--- src/sv/quoted_argument_splitter_assert.svh ---
// Assertion shorthands, clocked on clk and disabled during reset
`ifndef QUOTED_ARGUMENT_SPLITTER_ASSERT_SVH
`define QUOTED_ARGUMENT_SPLITTER_ASSERT_SVH

// Same-cycle check
`define QAS_ASSERT(name, prop, msg) \
	name: assert property (@(posedge clk) disable iff (!arst_n) prop) else $error(msg);

// Next-cycle check
`define QAS_ASSERT_NEXT(name, ante, cons, msg) \
	name: assert property (@(posedge clk) disable iff (!arst_n) (ante) |=> (cons)) \
	else $error(msg);

`endif

--- src/sv/qas_pkg.sv ---
package qas_pkg;

	localparam int DEF_ARG_LEN_CAP = 256;
	localparam logic [7:0] MAX_ARGS_RST = 8'd16;

	localparam int QDEPTH = 4;
	localparam int QPTR_W = $clog2(QDEPTH);

	localparam logic [1:0] KIND_BYTE = 2'd0;
	localparam logic [1:0] KIND_END  = 2'd1;
	localparam logic [1:0] KIND_DONE = 2'd2;

	localparam logic [1:0] ST_OK  = 2'd0;
	localparam logic [1:0] ST_ESC = 2'd1;
	localparam logic [1:0] ST_SQ  = 2'd2;
	localparam logic [1:0] ST_DQ  = 2'd3;

	typedef struct packed {
		logic [1:0] kind;
		logic [7:0] data;
		logic [1:0] status;
		logic       truncated;
		logic       dropped;
		logic [7:0] arg_count;
	} res_t;

	// one input item's results: r0 always, r1 when two is set
	typedef struct packed {
		logic two;
		res_t r0;
		res_t r1;
	} ent_t;

	function automatic res_t mk_res(input logic [1:0] k, input logic [7:0] d,
		input logic [1:0] s, input logic t, input logic dr, input logic [7:0] n);
		res_t r;
		r.kind      = k;
		r.data      = d;
		r.status    = s;
		r.truncated = t;
		r.dropped   = dr;
		r.arg_count = n;
		return r;
	endfunction

endpackage

--- src/sv/qas_front.sv ---
module qas_front #(
	parameter int ARG_LEN_CAP = qas_pkg::DEF_ARG_LEN_CAP
) (
	input  logic          clk,
	input  logic          arst_n,
	input  logic [7:0]    ch,
	input  logic          in_acc,
	input  logic          cfg_we,
	input  logic [7:0]    cfg_data,
	output logic          ent_valid,
	output qas_pkg::ent_t ent
);
	import qas_pkg::*;

	localparam int LEN_W = $clog2(ARG_LEN_CAP);
	localparam logic [LEN_W-1:0] LEN_LIM = LEN_W'(ARG_LEN_CAP - 1);

	localparam logic [7:0] C_SP  = 8'h20;
	localparam logic [7:0] C_TAB = 8'h09;
	localparam logic [7:0] C_LF  = 8'h0a;
	localparam logic [7:0] C_BT  = 8'h60;
	localparam logic [7:0] C_DOL = 8'h24;
	localparam logic [7:0] C_BSL = 8'h5c;
	localparam logic [7:0] C_SQ  = 8'h27;
	localparam logic [7:0] C_DQ  = 8'h22;

	typedef enum logic [1:0] {M_DELIM, M_ARG, M_SQ, M_DQ} mode_t;

	mode_t            mode_q, n_mode;
	logic             esc_q, n_esc;
	logic [LEN_W-1:0] len_q, len;
	logic [7:0]       args_q, args;
	logic             trunc_q, trunc;
	logic             drop_q, drop;
	logic [7:0]       max_args_q;

	logic [1:0] nk;
	logic [7:0] kc [2];
	logic       fin, done;
	logic [1:0] st;
	logic [1:0] cnt;
	res_t       r [2];
	logic       is_sep, dq_esc;

	assign is_sep = (ch == C_SP) || (ch == C_TAB) || (ch == C_LF);
	assign dq_esc = (ch == C_BSL) || (ch == C_DQ) || (ch == C_BT) || (ch == C_DOL);

	always_comb begin
		n_mode = mode_q;
		n_esc  = esc_q;
		len    = len_q;
		args   = args_q;
		trunc  = trunc_q;
		drop   = drop_q;
		nk     = 2'd0;
		kc[0]  = ch;
		kc[1]  = ch;
		fin    = 1'b0;
		done   = 1'b0;
		st     = ST_OK;
		cnt    = 2'd0;
		r[0]   = '0;
		r[1]   = '0;

		// classify
		if (ch == 8'd0) begin
			done = 1'b1;
			priority if (esc_q) st = ST_ESC;
			else if (mode_q == M_SQ) st = ST_SQ;
			else if (mode_q == M_DQ) st = ST_DQ;
			else fin = (mode_q == M_ARG);
		end else if (esc_q) begin
			n_esc = 1'b0;
			// backslash-newline is a continuation
			if (ch != C_LF) begin
				if (mode_q == M_DQ) begin
					if (!dq_esc) begin
						nk    = 2'd2;
						kc[0] = C_BSL;
					end else begin
						nk = 2'd1;
					end
				end else begin
					nk     = 2'd1;
					n_mode = M_ARG;
				end
			end
		end else begin
			unique case (mode_q)
				M_DELIM, M_ARG: begin
					priority if (ch == C_SQ) n_mode = M_SQ;
					else if (ch == C_DQ) n_mode = M_DQ;
					else if (ch == C_BSL) n_esc = 1'b1;
					else if (is_sep) begin
						fin    = (mode_q == M_ARG);
						n_mode = M_DELIM;
					end else begin
						nk     = 2'd1;
						n_mode = M_ARG;
					end
				end
				M_SQ: begin
					if (ch == C_SQ) n_mode = M_ARG;
					else nk = 2'd1;
				end
				M_DQ: begin
					priority if (ch == C_DQ) n_mode = M_ARG;
					else if (ch == C_BSL) n_esc = 1'b1;
					else nk = 2'd1;
				end
			endcase
		end

		// carry out: kept bytes, then argument end, then string status
		for (int i = 0; i < 2; i++) begin
			if (2'(i) < nk) begin
				if (len < LEN_LIM) begin
					len = len + LEN_W'(1);
					if (args < max_args_q) begin
						r[cnt[0:0]] = mk_res(KIND_BYTE, kc[i], ST_OK, trunc, drop, args);
						cnt = cnt + 2'd1;
					end
				end else begin
					trunc = 1'b1;
				end
			end
		end
		if (fin) begin
			if (args < max_args_q) begin
				args = args + 8'd1;
				r[cnt[0:0]] = mk_res(KIND_END, 8'd0, ST_OK, trunc, drop, args);
				cnt = cnt + 2'd1;
			end else begin
				drop = 1'b1;
			end
			len = '0;
		end
		if (done) begin
			r[cnt[0:0]] = mk_res(KIND_DONE, 8'd0, st, trunc, drop, args);
			cnt = cnt + 2'd1;
			n_mode = M_DELIM;
			n_esc  = 1'b0;
			len    = '0;
			args   = 8'd0;
			trunc  = 1'b0;
			drop   = 1'b0;
		end
	end

	assign ent_valid = in_acc && (cnt != 2'd0);
	assign ent.two   = (cnt == 2'd2);
	assign ent.r0    = r[0];
	assign ent.r1    = r[1];

	always_ff @(posedge clk or negedge arst_n) begin
		if (!arst_n) begin
			mode_q     <= M_DELIM;
			esc_q      <= 1'b0;
			len_q      <= '0;
			args_q     <= 8'd0;
			trunc_q    <= 1'b0;
			drop_q     <= 1'b0;
			max_args_q <= MAX_ARGS_RST;
		end else begin
			if (cfg_we) max_args_q <= cfg_data;
			if (in_acc) begin
				mode_q  <= n_mode;
				esc_q   <= n_esc;
				len_q   <= len;
				args_q  <= args;
				trunc_q <= trunc;
				drop_q  <= drop;
			end
		end
	end

endmodule

--- src/sv/qas_queue.sv ---
module qas_queue (
	input  logic          clk,
	input  logic          arst_n,
	input  logic          push,
	input  qas_pkg::ent_t push_ent,
	input  logic          pop,
	output qas_pkg::ent_t head,
	output logic          empty,
	output logic          full
);
	import qas_pkg::*;

	localparam int CNT_W = QPTR_W + 1;

	ent_t              mem_q [QDEPTH];
	logic [QPTR_W-1:0] wr_q, rd_q;
	logic [CNT_W-1:0]  cnt_q;

	assign head  = mem_q[rd_q];
	assign empty = (cnt_q == '0);
	assign full  = (cnt_q == CNT_W'(QDEPTH));

	always_ff @(posedge clk) begin
		if (push) mem_q[wr_q] <= push_ent;
	end

	always_ff @(posedge clk or negedge arst_n) begin
		if (!arst_n) begin
			wr_q  <= '0;
			rd_q  <= '0;
			cnt_q <= '0;
		end else begin
			if (push) wr_q <= wr_q + QPTR_W'(1);
			if (pop) rd_q <= rd_q + QPTR_W'(1);
			if (push && !pop) cnt_q <= cnt_q + CNT_W'(1);
			else if (pop && !push) cnt_q <= cnt_q - CNT_W'(1);
		end
	end

endmodule

--- src/sv/qas_back.sv ---
`include "quoted_argument_splitter_assert.svh"

module qas_back (
	input  logic          clk,
	input  logic          arst_n,
	input  qas_pkg::ent_t head,
	input  logic          empty,
	output logic          pop,
	output logic          out_valid,
	input  logic          out_stall,
	output logic [1:0]    kind,
	output logic [7:0]    data,
	output logic [1:0]    status,
	output logic          truncated,
	output logic          dropped,
	output logic [7:0]    arg_count,
	output logic          last
);
	import qas_pkg::*;

	logic out_valid_q, last_q, hold_valid_q;
	res_t out_q, hold_q;
	logic load;

	// output register frees up when empty or taken this cycle
	assign load = !out_valid_q || !out_stall;
	assign pop  = load && !hold_valid_q && !empty;

	always_ff @(posedge clk or negedge arst_n) begin
		if (!arst_n) begin
			out_valid_q  <= 1'b0;
			hold_valid_q <= 1'b0;
		end else if (load) begin
			if (hold_valid_q) begin
				out_valid_q  <= 1'b1;
				hold_valid_q <= 1'b0;
			end else if (!empty) begin
				out_valid_q  <= 1'b1;
				hold_valid_q <= head.two;
			end else begin
				out_valid_q <= 1'b0;
			end
		end
	end

	always_ff @(posedge clk) begin
		if (load) begin
			if (hold_valid_q) begin
				out_q  <= hold_q;
				last_q <= 1'b1;
			end else if (!empty) begin
				out_q  <= head.r0;
				last_q <= !head.two;
				hold_q <= head.r1;
			end
		end
	end

	assign out_valid = out_valid_q;
	assign kind      = out_q.kind;
	assign data      = out_q.data;
	assign status    = out_q.status;
	assign truncated = out_q.truncated;
	assign dropped   = out_q.dropped;
	assign arg_count = out_q.arg_count;
	assign last      = last_q;

	`QAS_ASSERT(a_pair_second, hold_valid_q |-> out_valid_q && !last_q, "held result without first")
	`QAS_ASSERT_NEXT(a_pair_follows, out_valid_q && !last_q && !out_stall, out_valid_q && last_q, "second result of an item did not follow")
	`QAS_ASSERT(a_done_last, out_valid_q && kind == KIND_DONE |-> last_q, "string status not last")
	`QAS_ASSERT(a_data_zero, out_valid_q && kind != KIND_BYTE |-> data == 8'd0 && (kind == KIND_DONE || status == ST_OK), "mark carries data or status")

endmodule

--- src/sv/quoted_argument_splitter.sv ---
// Quoted argument splitter: splits a byte stream into shell-style arguments.
// Input channel (in_valid, in_stall, ch): one character per item; a zero byte
// ends the string. Output channel (out_valid, out_stall, kind ... last): one
// result per item; kind is an argument byte, an end-of-argument mark or the
// string status. Each input item gives zero, one or two results, and last
// marks the final result of an input item.
// Config channel (cfg_valid, cfg_ready, max_args): always ready; write only
// while the block is idle.
// The results of an item are written to a result queue when the item is
// accepted, and are then loaded into the output register.
// Throughput: one item per cycle while in_stall is low; the lexer registers
// its state on each accepted item and pushes into a 4-entry result queue.
// The output side delivers one result per cycle while out_stall is low;
// the queue absorbs the backlog from items with two results.
// Reset: lexer state cleared, max_args back to 16, queue and output empty.
// When the receiver stalls, the output holds its result, the queue fills,
// and in_stall rises once it is full.
module quoted_argument_splitter #(
	parameter int ARG_LEN_CAP = qas_pkg::DEF_ARG_LEN_CAP
) (
	input  logic       clk,
	input  logic       arst_n,
	input  logic       in_valid,
	output logic       in_stall,
	input  logic [7:0] ch,
	input  logic       cfg_valid,
	output logic       cfg_ready,
	input  logic [7:0] max_args,
	output logic       out_valid,
	input  logic       out_stall,
	output logic [1:0] kind,
	output logic [7:0] data,
	output logic [1:0] status,
	output logic       truncated,
	output logic       dropped,
	output logic [7:0] arg_count,
	output logic       last
);
	import qas_pkg::*;

	ent_t ent, head;
	logic ent_valid, pop, empty, full, in_acc;

	assign in_stall  = full;
	assign in_acc    = in_valid && !full;
	assign cfg_ready = 1'b1;

	qas_front #(.ARG_LEN_CAP(ARG_LEN_CAP)) u_front (
		.clk      (clk),
		.arst_n   (arst_n),
		.ch       (ch),
		.in_acc   (in_acc),
		.cfg_we   (cfg_valid),
		.cfg_data (max_args),
		.ent_valid(ent_valid),
		.ent      (ent)
	);

	qas_queue u_queue (
		.clk     (clk),
		.arst_n  (arst_n),
		.push    (ent_valid),
		.push_ent(ent),
		.pop     (pop),
		.head    (head),
		.empty   (empty),
		.full    (full)
	);

	qas_back u_back (
		.clk      (clk),
		.arst_n   (arst_n),
		.head     (head),
		.empty    (empty),
		.pop      (pop),
		.out_valid(out_valid),
		.out_stall(out_stall),
		.kind     (kind),
		.data     (data),
		.status   (status),
		.truncated(truncated),
		.dropped  (dropped),
		.arg_count(arg_count),
		.last     (last)
	);

endmodule
--- config.mk ---
export PLATFORM = sky130hd
export DESIGN_NAME = quoted_argument_splitter
export DESIGN_NICKNAME = d
export VERILOG_FILES = /design/src/sv/qas_pkg.sv /design/src/sv/qas_front.sv /design/src/sv/qas_queue.sv /design/src/sv/qas_back.sv /design/src/sv/quoted_argument_splitter.sv
export VERILOG_INCLUDE_DIRS = /design/src /design/src/sv
export SDC_FILE = /design/constraint.sdc
export NUM_CORES = 1
export LEC_CHECK = 0
export BUFFER_PORTS_ARGS = -buffer_cell sky130_fd_sc_hd__buf_2
export CELL_PAD_IN_SITES_DETAIL_PLACEMENT = 2
export CELL_PAD_IN_SITES_GLOBAL_PLACEMENT = 2
export CORE_MARGIN = 2
export CORE_UTILIZATION = 41
export DETAILED_ROUTE_END_ITERATION = 8
export MAX_ROUTING_LAYER = met4
export PLACE_DENSITY = 0.81
export SYNTH_ARGS = -nofsm -noshare
export SYNTH_HDL_FRONTEND = slang
export SYNTH_SLANG_ARGS = --single-unit
export TNS_END_PERCENT = 30
--- constraint.sdc ---
create_clock -name clk -period 5.95 [get_ports clk]
set_clock_uncertainty 0.1 [all_clocks]
set_input_delay 0.2975 -clock clk [delete_from_list [all_inputs] [get_ports clk]]
set_output_delay 0.2975 -clock clk [all_outputs]
set_load 0.02 [all_outputs]
# ---- Yosys cells after proc, flatten, opt, wreduce, memory -nomap -nowiden
# Memories as Yosys holds them, arrays and structs flattened.
# Index checks and enable logic that the tools add are counted.
dict set report totals {
  output_inout_bits 26
  elab_cells 212
  ram_bits 180
  reg_bits 83
  memories 1
  in_bits 21
}
dict set report classes {
  eq_ne 21
  n_lt_le_gt_ge 11
  n_mux 106
  add_sub_neg 10
  reduce_logical 33
  bitwise_logic 5
}
# memory depth width read_ports rd_clocked_by_memory_dff wr line_no
set memory_table {}
lappend memory_table {u_queue.mem_q 4 45 1 0 1 qas_queue.sv:15} ;# ent_t mem_q [QDEPTH];
# cell count
set ops {}
lappend ops {{$mux W44} 6}
lappend ops {{$mux W22} 7}
lappend ops {{$bwmux W44} 3}
lappend ops {{$mux W8} 14}
lappend ops {{$demux W22 S1} 3}
lappend ops {{$mux W2} 31}
lappend ops {{$mux W1} 36}
lappend ops {{$eq A8 B6 Y1 const B} 4}
lappend ops {{$add A8 B1 Y8 const B} 3}
lappend ops {{$mux W20} 1}
lappend ops {{$eq A8 B4 Y1 const B} 2}
lappend ops {{$eq A8 B7 Y1 const B} 2}
lappend ops {{$lt A8 B8 Y1 const B} 2}
lappend ops {{$pmux W2 S3} 2}
lappend ops {{$add A2 B1 Y2 const B} 5}
lappend ops {{$logic_and A1 B1 Y1} 9}
lappend ops {{$logic_not A1 Y1} 8}
lappend ops {{$logic_not A8 Y1} 1}
lappend ops {{$lt A8 B8 Y1} 1}
lappend ops {{$ne A8 B4 Y1 const B} 1}
lappend ops {{$reduce_and A7 Y1} 1}
lappend ops {{$eq A2 B2 Y1 const B} 3}
lappend ops {{$ge A2 B2 Y1 const B} 3}
lappend ops {{$logic_or A1 B1 Y1} 6}
lappend ops {{other kinds (22)} 32}

# ---- Logic depth before layout (Yosys ltp)
dict set report depth {
  word_depth 27
  depth_mapped 26
}

# ---- Modules after synthesis
# From an unflattened synthesis, not the netlist that was laid out.
dict set report unflattened {
  hier_cells 783
  area_unflattened_um2 11972.7
}
# module instances seq_area_each_um2 area_each_um2 cells_each
set modules_own_cells {}
lappend modules_own_cells {qas_queue 1 5580.4 6907.9 269}
lappend modules_own_cells {qas_front 1 726.9 3234.4 431}
lappend modules_own_cells {qas_back 1 1401.3 1805.5 80}
lappend modules_own_cells {quoted_argument_splitter 1 0.0 25.0 3}

# ---- Worst setup path before layout
# OpenSTA, ideal clock, no wires.
dict set report synth_timing {
  path_type {input to register}
  from {in ch[5]}
  to {mem u_queue.mem_q[2][0] (netlist name) (enable)}
  cell_stages 19
  required_time_ns 5.443
  arrival_time_ns 5.290
  slack_ns 0.153
  n_path_buf 1
  cell_sequence {buf_2 > nand2b_1 > or3_1 > a311oi_1 > a21boi_1 > nand2_1 > xnor2_1 > ha_1 > o2111a_1 > o21ai_1 > o21ai_1 > mux2_2 > ha_1 > nand2_1 > nand2_1 > ha_1 > inv_1 > a31oi_2 > and2_1}
}
dict set report synth_via {
  elab_chain_cells 25
}
# element line_no
set synth_rtl {}
lappend synth_rtl {{start, declared} quoted_argument_splitter.sv:25} ;# input logic [7:0] ch,
lappend synth_rtl {{parallel branches: the longest is 20 deep, another holds $lt A1 B2 Y1} n/a}
lappend synth_rtl {{$mux W2 *} qas_front.sv:138} ;# if (done) begin
lappend synth_rtl {{$reduce_bool A2 Y1 *} qas_front.sv:150} ;# assign ent_valid = in_acc && (cnt != 2'd0);
lappend synth_rtl {{$logic_and A1 B1 Y1 *} qas_front.sv:150}
lappend synth_rtl {{named net ent_valid} quoted_argument_splitter.sv:42} ;# logic ent_valid, pop, empty, full, in_acc;
lappend synth_rtl {{$mux W1 *} qas_queue.sv:24} ;# if (push) mem_q[wr_q] <= push_ent;
lappend synth_rtl {{$mux W1 (implied by the code) *} qas_queue.sv:24}
lappend synth_rtl {{end, declared} qas_queue.sv:15}
# Mark *: on every way through the listed nets, which the timed path passes.

# ---- Worst setup path in the final report
dict set report layout_timing {
  from {reg u_front.len_q[0]}
  to {reg u_queue.cnt_q[2]}
}
dict set report layout_via {
  elab_chain_cells 17
}
# element line_no
set layout_rtl {}
lappend layout_rtl {{start, declared} qas_front.sv:31} ;# logic [LEN_W-1:0] len_q, len;
lappend layout_rtl {{start signal, assigned} qas_front.sv:169} ;# len_q <= len;
lappend layout_rtl {{parallel branches: the longest is 6 deep, another holds $add A8 B1 Y8} n/a}
lappend layout_rtl {{$mux W2 *} qas_front.sv:116} ;# if (2'(i) < nk) begin
lappend layout_rtl {{$add A2 B1 Y2} qas_front.sv:132} ;# cnt = cnt + 2'd1;
lappend layout_rtl {{$mux W2} qas_front.sv:129} ;# if (args < max_args_q) begin
lappend layout_rtl {{$mux W2 *} qas_front.sv:128} ;# if (fin) begin
lappend layout_rtl {{$add A2 B1 Y2} qas_front.sv:140} ;# cnt = cnt + 2'd1;
lappend layout_rtl {{$mux W2 *} qas_front.sv:138}
lappend layout_rtl {{$reduce_bool A2 Y1 *} qas_front.sv:150}
lappend layout_rtl {{$logic_and A1 B1 Y1 *} qas_front.sv:150}
lappend layout_rtl {{named net ent_valid} quoted_argument_splitter.sv:42}
lappend layout_rtl {{$logic_not A1 Y1} qas_queue.sv:36} ;# else if (pop && !push) cnt_q <= cnt_q - CNT_W'(1);
lappend layout_rtl {{$logic_and A1 B1 Y1} qas_queue.sv:36}
lappend layout_rtl {{$reduce_bool A2 Y1 (no source line)} n/a}
lappend layout_rtl {{end signal, assigned} qas_queue.sv:35} ;# if (push && !pop) cnt_q <= cnt_q + CNT_W'(1);
lappend layout_rtl {{end signal, assigned} qas_queue.sv:36}
lappend layout_rtl {{end, declared} qas_queue.sv:17} ;# logic [CNT_W-1:0] cnt_q;
# Marked as above.
# A chain may end at the register's enable or synchronous reset.

==> results by group <==
Routing
  • Post-route DRC: 0
  • Remaining antenna violation count after routing: 0
  • Final WL: 32800 microns
  • 1st-iter DRT viols: 509
  • Pre-Repair DR Iteration Count: 5
  • DR vias/cell: 5.668
  • Vias: 7051
  • Average wire per standard cell: 26.36 microns

Placed design
  • I/O Buffers: 45
  • Placed Instances: 1180
  • DP HPWL: 22230 microns
  • Routability-driven placement congestion ratio: 0.8241
  • Pre-CTS WS: -49.59 ps

Die
  • Die footprint: 29930 sq um
  • Initial Util: 41.92%
  • FP Rows: 61
  • Die height: 173 microns
  • # IOs: 47
  • Die Span X: 173 microns
  • Core Region: 27930 sq um

Synth
  • Post-synth ARST share: 14.45%
  • Synth warn: 0
  • Post-synthesis cell count: 764
  • Post-Syn Area: 11710 sq um
  • Yosys reg bits: 263
  • Sequential fraction of the synthesis area: 65.83%
  • Syn_area_per_cell: 15.33 sq um
  • Synth area leaders: edfxtp_1 58%, mux4_2 8.7%, dfrtp_1 7.9%
  • Main synth FF type: edfxtp_1
  • Cell variety after synth: 77
  • Number of flops mapped to enable cells by yosys: 225
  • Synth area leader: edfxtp_1
  • Synth top area share: 57.70%

Cells and area
  • Layout net count: 888
  • Syn-to-layout area delta: 16.08%
  • Post-route insts no fill: 1244
  • Fraction of layout cells with a size suffix above 1: 23.79%
  • Diode count: 0

Clock network
  • TritonCTS Sinks: 263
  • Htree depth: 1
  • TritonCTS clock tree: yes
  • CTS root buf: clkbuf_16
  • Clk slew on worst S/H paths: 60 ps
  • Total CTS buffers: 28
  • Max Buffers Root-to-Sink: 3
  • Clk Latency, worst-skew pair: 550 ps

Timing
  • Final Critical Period: 5566 ps
  • RSZ-0062 raised after global routing: false
  • Final hold violations: 0
  • Fin Hold WS: 22.37 ps
  • # setup viols final: 0
  • Setup ws final: 383.7 ps
  • Worst slew pin tran: 916.1 ps
  • F_max: 0.1797 GHz
  • Period utilization: 93.55%
  • Count of final max-slew check failures: 0
  • Slew headroom: 38.64%

Min path
  • Hold Crit Depth: 3
  • Hold Crit Class: in -> reg

Global route
  • Global-route wire length before repair: 50690 microns
  • Gr ovfl total: 0
  • Initial antenna violation count: 0
  • Largest net degree at the start of global routing: 47
  • Total Routing Usage GR: 23.06%
  • Vias in the first global route: 7772

Setup path
  • Crit path capture type: flip-flop
  • Crit path kind: reg -> reg
  • Crit-path max FO: 10
  • Crit path launch type: flip-flop
  • Critical Path AT: 5930 ps
  • R2R cell count: 22
  • CP required: 6310 ps

Power
  • PwrDens: 466.0 nW/um^2
  • Power Total: 6.334 mW
  • Leak pwr: 4.862 nW
  • Peak supply drop: 264.0 uV

Flow run
  • Max Cap Viol: 0

Run status
  • Status: complete, no violations
critical path: stages (launching register included):
cell and delay (ps):
dfrtp_1 530, ha_4 260, nand3_1 130, or3_1 450, nand2_1 190, xnor2_2 160, ha_1 260, o2111a_1 190
o21ai_1 90, o21ai_1 200, mux2_2 390, ha_1 360, nand2_1 140, nand2_1 70, ha_1 330, inv_1 80
a31oi_4 260, ha_1 260, inv_1 90, fa_1 470, xor2_1 190, nor2_1 120, xor2_1 160
synthesized netlist by cell type (3+ instances only):
library cell  number
a21o_1             6
or4_1              3
nand4b_1           5
or3_1              9
nand2b_1           9
nor2_1            21
buf_2              7
a32o_1             3
a22o_1             7
mux4_2            45
a21oi_1           26
mux2_2            27
o211ai_1           8
and3_1             7
o31ai_1            5
nand2_1           63
clkbuf_1          21
nand4_1            7
inv_1             23
buf_1              6
edfxtp_1         225
nor3_1            11
mux2i_1            4
o21a_1            10
ha_1              22
xor2_1             7
dfrtp_1           37
nor3b_1            4
nand3_1            6
xnor2_1           14
and2_1            21
o21ai_0           36
layout by cell type (no fill, tap or decap), types with 8 or more instances in the layout:
| cell | n |
|---|---|
| clkbuf_16 | 29 |
| nor3_1 | 11 |
| ha_1 | 21 |
| a21oi_1 | 25 |
| o21ai_0 | 36 |
| conb_1 | 9 |
| xnor2_1 | 13 |
| nand2b_1 | 9 |
| nor2_1 | 20 |
| or3_1 | 9 |
| buf_2 | 45 |
| and2_1 | 17 |
| nand2_1 | 63 |
| dlygate4sd3_1 | 12 |
| dfrtp_1 | 35 |
| o21a_1 | 10 |
| inv_1 | 23 |
| edfxtp_1 | 225 |
| buf_4 | 19 |
| mux4_2 | 45 |
| mux2_2 | 27 |
| o211ai_1 | 8 |
cells by family (layout without fill, tap and decap cells):
kind of cell | after synthesis | after routing | share of synthesized area, %
DFF | 263 | 263 | 65.83
and+or+nand+nor | 182 | 182 | 8.195
buffers and inverters | 62 | 157 | 2.276
other | 2 | 9 | 0.06413
muxes | 76 | 76 | 11.59
AOI/OAI and AO/OA | 135 | 135 | 7.950
adders and majority gates | 23 | 23 | 2.522
xor gates and xnor gates | 21 | 21 | 1.571
cell type report:
| type | count | area [sq um] |
|---|---|---|
| Timing Repair Buffer | 81 | 588.1 |
| Tap cell | 378 | 473.0 |
| Clock buffer | 40 | 807.0 |
| Inverter | 24 | 92.59 |
| Fill cell | 2712 | 14340 |
| Multi-Input combinational cell | 446 | 3801 |
| Clock inverter | 12 | 120.1 |
| Sequential cell | 263 | 7711 |
sequential cells by signal (all words and copies together) (netlist names), 2 cells and up:
register,cells
u_front.max_args_q,8
u_back.kind,2
u_queue.mem_q,180
u_front.mode_q,2
u_back.arg_count,8
u_back.status,2
u_front.len_q,8
u_front.args_q,8
u_back.data,8
u_queue.rd_q,2
u_queue.wr_q,2
u_back.hold_q,22
u_queue.cnt_q,3
layer usage:
layer	GRT usage [%]	part of all wire, %	vias to the layer above
li1	-	-	3116
met1	30.05	43	3713
met2	38.75	50	168
met3	2.990	4.2	54
met4	5.261	2.2	0
met5	-	0	-
repair_timing:
| action | CTS | global route |
|---|---|---|
| setup buffers | 0 | 0 |
| endpoints found under the setup margin | 0 | 2 |
| gates resized for setup | 0 | 4 |
| endpoints found under the hold margin | 47 | 0 |
| hold buffers | 12 | 0 |
worst paths after layout:
path	startpoint	to	slack, ps
worst max-delay path	u_front.len_q[0]	u_queue.cnt_q[2]	380
worst min-delay path	cfg_valid	u_front.max_args_q[5]	20
worst max register to register	u_front.len_q[0]	u_queue.cnt_q[2]	380
worst min register to register	u_queue.cnt_q[2]	u_queue.cnt_q[2]	430
max in group asynchronous	arst_n	u_queue.rd_q[1]	4980
min in group asynchronous	arst_n	u_front.len_q[7]	300
power breakdown:
group,internal [mW],switching (mW)
sequential,2.58,0.253
combinational,0.752,0.992
clock,1.03,0.728
metrics by stage:
stage,instance area (sq um),setup TNS [ps],utilization (%)
2_1_floorplan,11740,0,-
3_3_place_gp,12520,0,44.81
3_5_place_dp,12520,-49.59,44.81
4_1_cts,13560,0,48.56
5_1_grt,13590,0,48.66
6_report,13590,0,48.66
(Power assumes the default switching activity.)
